File: config.mk
export PLATFORM = sky130hd
export DESIGN_NAME = bcq_lane
export DESIGN_NICKNAME = d
export VERILOG_FILES = /design/src/bcq_pkg.sv /design/src/bcq_lane.sv
export SDC_FILE = /design/constraint.sdc
export NUM_CORES = 2
export LEC_CHECK = 0
export ABC_AREA = 1
export BUFFER_PORTS_ARGS = -buffer_cell sky130_fd_sc_hd__buf_2
export CAP_MARGIN = 20
export CORE_UTILIZATION = 48
export CTS_BUF_LIST = sky130_fd_sc_hd__clkbuf_2 sky130_fd_sc_hd__clkbuf_4 sky130_fd_sc_hd__clkbuf_8
export DETAILED_ROUTE_END_ITERATION = 8
export PLACE_DENSITY = 0.68
export SLEW_MARGIN = 15
export SYNTH_ARGS = -nofsm -noshare
export SYNTH_HDL_FRONTEND = slang
export SYNTH_SLANG_ARGS = --single-unit
File: constraint.sdc
create_clock -name clk -period 12.35 [get_ports clk]
set_input_delay 1.235 -clock clk [delete_from_list [all_inputs] [get_ports clk]]
set_output_delay 1.235 -clock clk [all_outputs]
set_load 0.03 [all_outputs]
File: src/bcq_pkg.sv
// bcq_pkg: shared types, constants and constant tables for the bit crusher
// holds the fractional power-of-two tables built at elaboration
// no dependencies
package bcq_pkg;

    // configuration port
    localparam int CFG_IDX_W  = 2;
    localparam int CFG_DATA_W = 14;

    localparam logic [CFG_IDX_W-1:0] REG_ENABLE    = 2'd0;
    localparam logic [CFG_IDX_W-1:0] REG_BIT_DEPTH = 2'd1;
    localparam logic [CFG_IDX_W-1:0] REG_CRUSH     = 2'd2;

    localparam int DEPTH_W = 13;
    localparam int CRUSH_W = 14;
    localparam int PHASE_W = 14;

    localparam logic [DEPTH_W-1:0] DEPTH_RESET = 13'd4096;
    localparam logic [DEPTH_W-1:0] DEPTH_MIN   = 13'd256;
    localparam logic [DEPTH_W-1:0] QUANT_LIMIT = 13'd4094;
    localparam logic [CRUSH_W-1:0] CRUSH_RESET = 14'd10000;
    localparam logic [CRUSH_W-1:0] RESAMP_LIMIT = 14'd9999;
    localparam logic [PHASE_W-1:0] PHASE_WRAP  = 14'd10000;

    // quantizer number formats
    localparam int FRAC_TABLE_BITS = 8;
    localparam int TAB_DEPTH       = 1 << FRAC_TABLE_BITS;
    localparam int COEF_FRAC       = 30;
    localparam int COEF_W          = 31;
    localparam int NSHIFT_W        = 4;
    localparam int QOUT_W          = 16;

    typedef logic [COEF_W-1:0] coef_tab_t [TAB_DEPTH];

    // configuration registers as seen by the datapath
    typedef struct packed {
        logic               enable;
        logic [DEPTH_W-1:0] bit_depth_q8;
        logic [CRUSH_W-1:0] crush_hundredths;
    } cfg_t;

    // per item quantizer controls
    typedef struct packed {
        logic                quant;
        logic [NSHIFT_W-1:0] n;
        logic [COEF_W-1:0]   p;
        logic [COEF_W-1:0]   q;
    } qctl_t;

    // stage load enables into the lanes
    typedef struct packed {
        logic ld_a;
        logic ld_b;
        logic ld_c;
    } lane_en_t;

    // integer square root, elaboration only
    function automatic logic [63:0] isqrt64(input logic [63:0] v_in);
        logic [63:0] v;
        logic [63:0] r;
        logic [63:0] bt;
        v  = v_in;
        r  = 64'd0;
        bt = 64'd1 << 62;
        while (bt > v)
            bt = bt >> 2;
        while (bt != 64'd0)
        begin
            if (v >= r + bt)
            begin
                v = v - (r + bt);
                r = (r >> 1) + bt;
            end
            else
            begin
                r = r >> 1;
            end
            bt = bt >> 2;
        end
        return r;
    endfunction

    // 2^(k/TAB_DEPTH) in Q1.30 by products of repeated square roots of two
    function automatic coef_tab_t build_p_tab();
        coef_tab_t   tab;
        logic [63:0] roots [FRAC_TABLE_BITS+1];
        logic [63:0] acc;
        roots[0] = 64'd1 << 31;
        for (int j = 1; j <= FRAC_TABLE_BITS; j++)
            roots[j] = isqrt64(roots[j-1] << 30);
        for (int k = 0; k < TAB_DEPTH; k++)
        begin
            acc = 64'd1 << 30;
            for (int j = 0; j < FRAC_TABLE_BITS; j++)
                if (((k >> j) & 1) != 0)
                    acc = (acc * roots[FRAC_TABLE_BITS-j] + (64'd1 << 29)) >> 30;
            tab[k] = COEF_W'(acc);
        end
        return tab;
    endfunction

    localparam coef_tab_t P_TAB = build_p_tab();

    // rounded inverse 2^60 / P by restoring long division, elaboration only
    function automatic coef_tab_t build_q_tab();
        coef_tab_t   tab;
        logic [63:0] num;
        logic [63:0] den;
        logic [64:0] rem;
        logic [63:0] quo;
        for (int k = 0; k < TAB_DEPTH; k++)
        begin
            den = 64'(P_TAB[k]);
            num = (64'd1 << 60) + (den >> 1);
            rem = 65'd0;
            quo = 64'd0;
            for (int i = 63; i >= 0; i--)
            begin
                rem = {rem[63:0], num[i]};
                if (rem >= 65'(den))
                begin
                    rem    = rem - 65'(den);
                    quo[i] = 1'b1;
                end
            end
            tab[k] = COEF_W'(quo);
        end
        return tab;
    endfunction

    localparam coef_tab_t Q_TAB = build_q_tab();

    localparam int KSH_L = (FRAC_TABLE_BITS >= 8) ? FRAC_TABLE_BITS - 8 : 0;
    localparam int KSH_R = (FRAC_TABLE_BITS >= 8) ? 0 : 8 - FRAC_TABLE_BITS;

    // rescale the 8 bit depth fraction to a table index
    function automatic logic [FRAC_TABLE_BITS-1:0] frac_index(input logic [7:0] f);
        logic [FRAC_TABLE_BITS+7:0] wide;
        wide = (FRAC_TABLE_BITS + 8)'(f);
        wide = (wide << KSH_L) >> KSH_R;
        return FRAC_TABLE_BITS'(wide);
    endfunction

endpackage

File: src/bcq_lane.sv
// bcq_lane: one channel of the rounding quantizer, three register stages
// magnitude times 2^f, rescale and multiply by inverse, round and saturate
// depends on bcq_pkg
module bcq_lane #(
    parameter int SAMPLE_WIDTH = 24
) (
    input  logic                           clk,
    input  bcq_pkg::lane_en_t              en,
    input  logic signed [SAMPLE_WIDTH-1:0] x,
    input  bcq_pkg::qctl_t                 ctl,
    output logic signed [SAMPLE_WIDTH-1:0] y
);
    import bcq_pkg::*;

    localparam int F      = SAMPLE_WIDTH - 1;
    localparam int PW     = SAMPLE_WIDTH + COEF_W;
    localparam int OW     = QOUT_W + COEF_W + 1;
    localparam int D_BASE = COEF_FRAC - F;
    localparam logic [OW-1:0] LIM_NEG = OW'(1) << F;
    localparam logic [OW-1:0] LIM_POS = LIM_NEG - OW'(1);

    // stage a registers
    logic [PW-1:0]                  prod_a_reg;
    logic                           neg_a_reg;
    logic signed [SAMPLE_WIDTH-1:0] x_a_reg;
    qctl_t                          ctl_a_reg;
    // stage b registers
    logic [OW-1:0]                  o_b_reg;
    logic                           neg_b_reg;
    logic signed [SAMPLE_WIDTH-1:0] x_b_reg;
    logic                           quant_b_reg;
    logic [NSHIFT_W-1:0]            n_b_reg;
    // stage c register
    logic signed [SAMPLE_WIDTH-1:0] y_c_reg;

    logic [SAMPLE_WIDTH-1:0]        m;
    logic [PW-1:0]                  prod;
    logic [5:0]                     s_sh;
    logic [PW:0]                    rnd;
    logic [QOUT_W-1:0]              qv;
    logic [OW-1:0]                  o;
    logic signed [6:0]              d_val;
    logic [5:0]                     dsh;
    logic [OW-1:0]                  mag;
    logic [OW-1:0]                  clip;
    logic signed [SAMPLE_WIDTH-1:0] res;

    // stage a: magnitude scaled by the fractional power
    always_comb
    begin
        m    = x[F] ? SAMPLE_WIDTH'(-x) : SAMPLE_WIDTH'(x);
        prod = PW'(m) * PW'(ctl.p);
    end

    // stage b: round to the step count, then multiply by the inverse
    always_comb
    begin
        s_sh = 6'(COEF_FRAC + F) - 6'(ctl_a_reg.n);
        rnd  = (PW + 1)'(prod_a_reg) + ((PW + 1)'(1) << (s_sh - 6'd1));
        qv   = QOUT_W'(rnd >> s_sh);
        o    = OW'(qv) * OW'(ctl_a_reg.q);
    end

    // stage c: final rounding shift, sign and saturation
    always_comb
    begin
        d_val = 7'(D_BASE + int'(n_b_reg));
        if (d_val > 7'sd0)
        begin
            dsh = 6'(d_val);
            mag = (o_b_reg + (OW'(1) << (dsh - 6'd1))) >> dsh;
        end
        else
        begin
            dsh = 6'(-d_val);
            mag = o_b_reg << dsh;
        end
        if (neg_b_reg)
        begin
            clip = (mag > LIM_NEG) ? LIM_NEG : mag;
            res  = SAMPLE_WIDTH'(-clip);
        end
        else
        begin
            clip = (mag > LIM_POS) ? LIM_POS : mag;
            res  = SAMPLE_WIDTH'(clip);
        end
    end

    always_ff @(posedge clk)
    begin
        if (en.ld_a)
        begin
            prod_a_reg <= prod;
            neg_a_reg  <= x[F];
            x_a_reg    <= x;
            ctl_a_reg  <= ctl;
        end
        if (en.ld_b)
        begin
            o_b_reg     <= o;
            neg_b_reg   <= neg_a_reg;
            x_b_reg     <= x_a_reg;
            quant_b_reg <= ctl_a_reg.quant;
            n_b_reg     <= ctl_a_reg.n;
        end
        if (en.ld_c)
        begin
            y_c_reg <= quant_b_reg ? res : x_b_reg;
        end
    end

    assign y = y_c_reg;

endmodule

==> flow_summary.json <==
{
  "cts_tree": "done",
  "synth_edf_count": 214,
  "cts.sinks": 214,
  "netlist.area_leader.share": 0.3541,
  "skew_ns": 0.04674,
  "finalCritPeriodShare": 0.9318,
  "synth_area_leaders": "fa_1, edfxtp_1, inv_1",
  "ctsRootBufferMaster": "clkbuf_8",
  "rsz0062_at_grt": "false",
  "dp_hpwl_microns": 160500,
  "wl_microns": 198000,
  "cp.required_ns": 12.74,
  "cts_hold_buffers": 0,
  "core-area_sq_um": 121700,
  "tns_ns": 0,
  "critPathSlowestCell": "nand3_1",
  "stdcell_count": 9297,
  "synth-seq-area-share": 0.1093,
  "fmax_mhz": 86.90,
  "syn_to_final_growth_pct": 5.608,
  "drive_gt1_frac": 0.05267,
  "met3_usage": 0.05974,
  "ant_nets": 0,
  "max_stage_delay_ns": 0.59,
  "yosysMostFrequentCell": "inv_1",
  "cp_max_fo": 10,
  "hold_class": "reg -> reg",
  "grt_start_max_net_pins": 79,
  "ys_ff_latch": 214,
  "synth-warning-count": 0,
  "grt_pass1_wl_microns": 308200,
  "io-pin-count": 119,
  "overflow": 0,
  "synth_area_sq_um": 58790,
  "grt_use_total": 0.3221,
  "worstSkewPairLatency_ns": 0.69,
  "slew_headroom": 0.3111,
  "grt_pass1_vias": 53510,
  "synth.avg_cell_area_sq_um": 7.669,
  "first_pass_iters": 6,
  "use_met1": 0.4194,
  "synth_ff_type": "edfxtp_1",
  "ys_types": 67,
  "start_util": 0.4830,
  "antenna_found_initial": 4,
  "die_y_microns": 352.0,
  "num-nets-final": 9185,
  "synth_commonest_cells": "inv_1, nand2_1, fa_1",
  "drt-vias-per-instance": 5.658,
  "cts_buffer_depth": 3,
  "placed_cells": 9217,
  "syn_inst": 7666,
  "critPathKind": "reg -> reg",
  "reg2reg_slack_ns": 0.84,
  "crit_arrival_ns": 11.89,
  "largest_reg_flops": 54,
  "vias": 52600,
  "fin_ws_ns": 0.8423,
  "fp.dieW_microns": 352.0,
  "drtIter0Drc": 5305,
  "finalHoldViolCount": 0,
  "wl_per_cell_microns": 21.30,
  "cts.clk_slew.worst_paths_ns": 0.06,
  "drc": 0,
  "cp-start-kind": "register",
  "fillers": 11990,
  "place_congestion": 0.9930,
  "dieArea_sq_um": 123900,
  "io_buffer_count": 118,
  "report.final.slew_viol_count": 0,
  "cts_inserted_buffers": 42,
  "crit_top_cell": "nand2_1",
  "status": "complete, no violations",
  "post-route-min-period_ns": 11.51,
  "num_rows": 128,
  "yosys.area.top_type": "fa_1",
  "synthArstFlopShare": 0,
  "crit_path_end_kind": "register",
  "worst_pin_slew_ns": 1.033,
  "preCtsSetupSlack_ns": 0.3925,
  "grt_util_met2": 0.5240,
  "top_usage_layer": "met2",
  "drv_cap": 0,
  "setup_viol": 0,
  "htree_levels": 2
}
cells by family after synthesis:
logic type | Yosys count | synth area share
and+or+nand+nor | 3140 | 0.2271
buffers and inverters | 1906 | 0.1229
adders and majority gates | 1453 | 0.4420
AOI/OAI and AO/OA | 813 | 0.07785
DFF | 214 | 0.1093
xor gates and xnor gates | 135 | 0.02011
muxes | 4 | 0.0006810
other | 1 | 0.00006378
path summary, 6_finish.rpt:
kind	startpoint	to	depth (start not counted)
worst min-delay path	x_a_reg[1]	x_b_reg[1]	0
worst max register to register	ctl_a_reg[63]	o_b_reg[45]	56
worst min register to register	x_a_reg[1]	x_b_reg[1]	0
worst max-delay path	ctl_a_reg[63]	o_b_reg[45]	56
metal layers:
| metal | part of all wire | routed length, microns |
|---|---|---|
| met5 | 0.000066 | 13 |
| met4 | 0.050 | 9971 |
| met3 | 0.089 | 17700 |
| met2 | 0.46 | 91760 |
| met1 | 0.40 | 78550 |
layout make-up:
type	instances	area (sq um)	share of cell area
multi-input cells	5580	45370	0.7308
flip-flops and latches	214	6426	0.1035
inverters	1570	5904	0.09509
well taps	1625	2033	0.03275
repair buffers	229	1478	0.02380
clock buffers	51	651.9	0.01050
clock inverters	26	217.7	0.003506
diodes	2	5.005	0.00008060
layout by cell type (no fill, tap or decap), types with 13 or more instances in the layout:
cell type	n
a21oi_1	311
a31oi_1	69
and2_1	38
buf_2	116
buf_4	107
clkbuf_8	43
clkinv_1	24
conb_1	35
edfxtp_1	214
fa_1	1040
ha_1	413
inv_1	1530
inv_2	23
nand2_1	1506
nand2_2	16
nand3_1	533
nand3b_1	24
nand4_1	157
nor2_1	751
nor3_1	43
nor4_1	13
o211ai_1	36
o21a_1	23
o21ai_0	268
o21ai_1	15
o31ai_1	15
or2_2	28
xnor2_1	40
xor2_1	92
stage by stage:
stage,instance area (sq um),util,hold slack [ns]
detailed placement,61130,0.5023,0.4045
finish,62090,0.5101,0.4181
global placement,61130,0.5023,0.4011
CTS,62000,0.5094,0.4170
floorplan,58920,-,0.4003
global route,62090,0.5101,0.4210
repair_timing:
| action | CTS | global route |
|---|---|---|
| setup buffers | 0 | 1 |
| resized for setup | 0 | 20 |
| hold endpoints to repair | 0 | 0 |
| setup endpoints to repair | 0 | 17 |
worst max-delay path, delay by kind of cell (launching register included):
family	cells	cell delay, ns
adder cells (fa/ha/maj)	9	3.98
AND/OR/NAND/NOR	24	3.36
AO/OA/AOI/OAI	13	2.21
buffers and inverters	8	0.99
flip-flops	1	0.43
XOR/XNOR	2	0.23
Power is left out: the tool's default activity adds up to more than one toggle a clock period on the data nets, which glitch-free logic cannot reach.
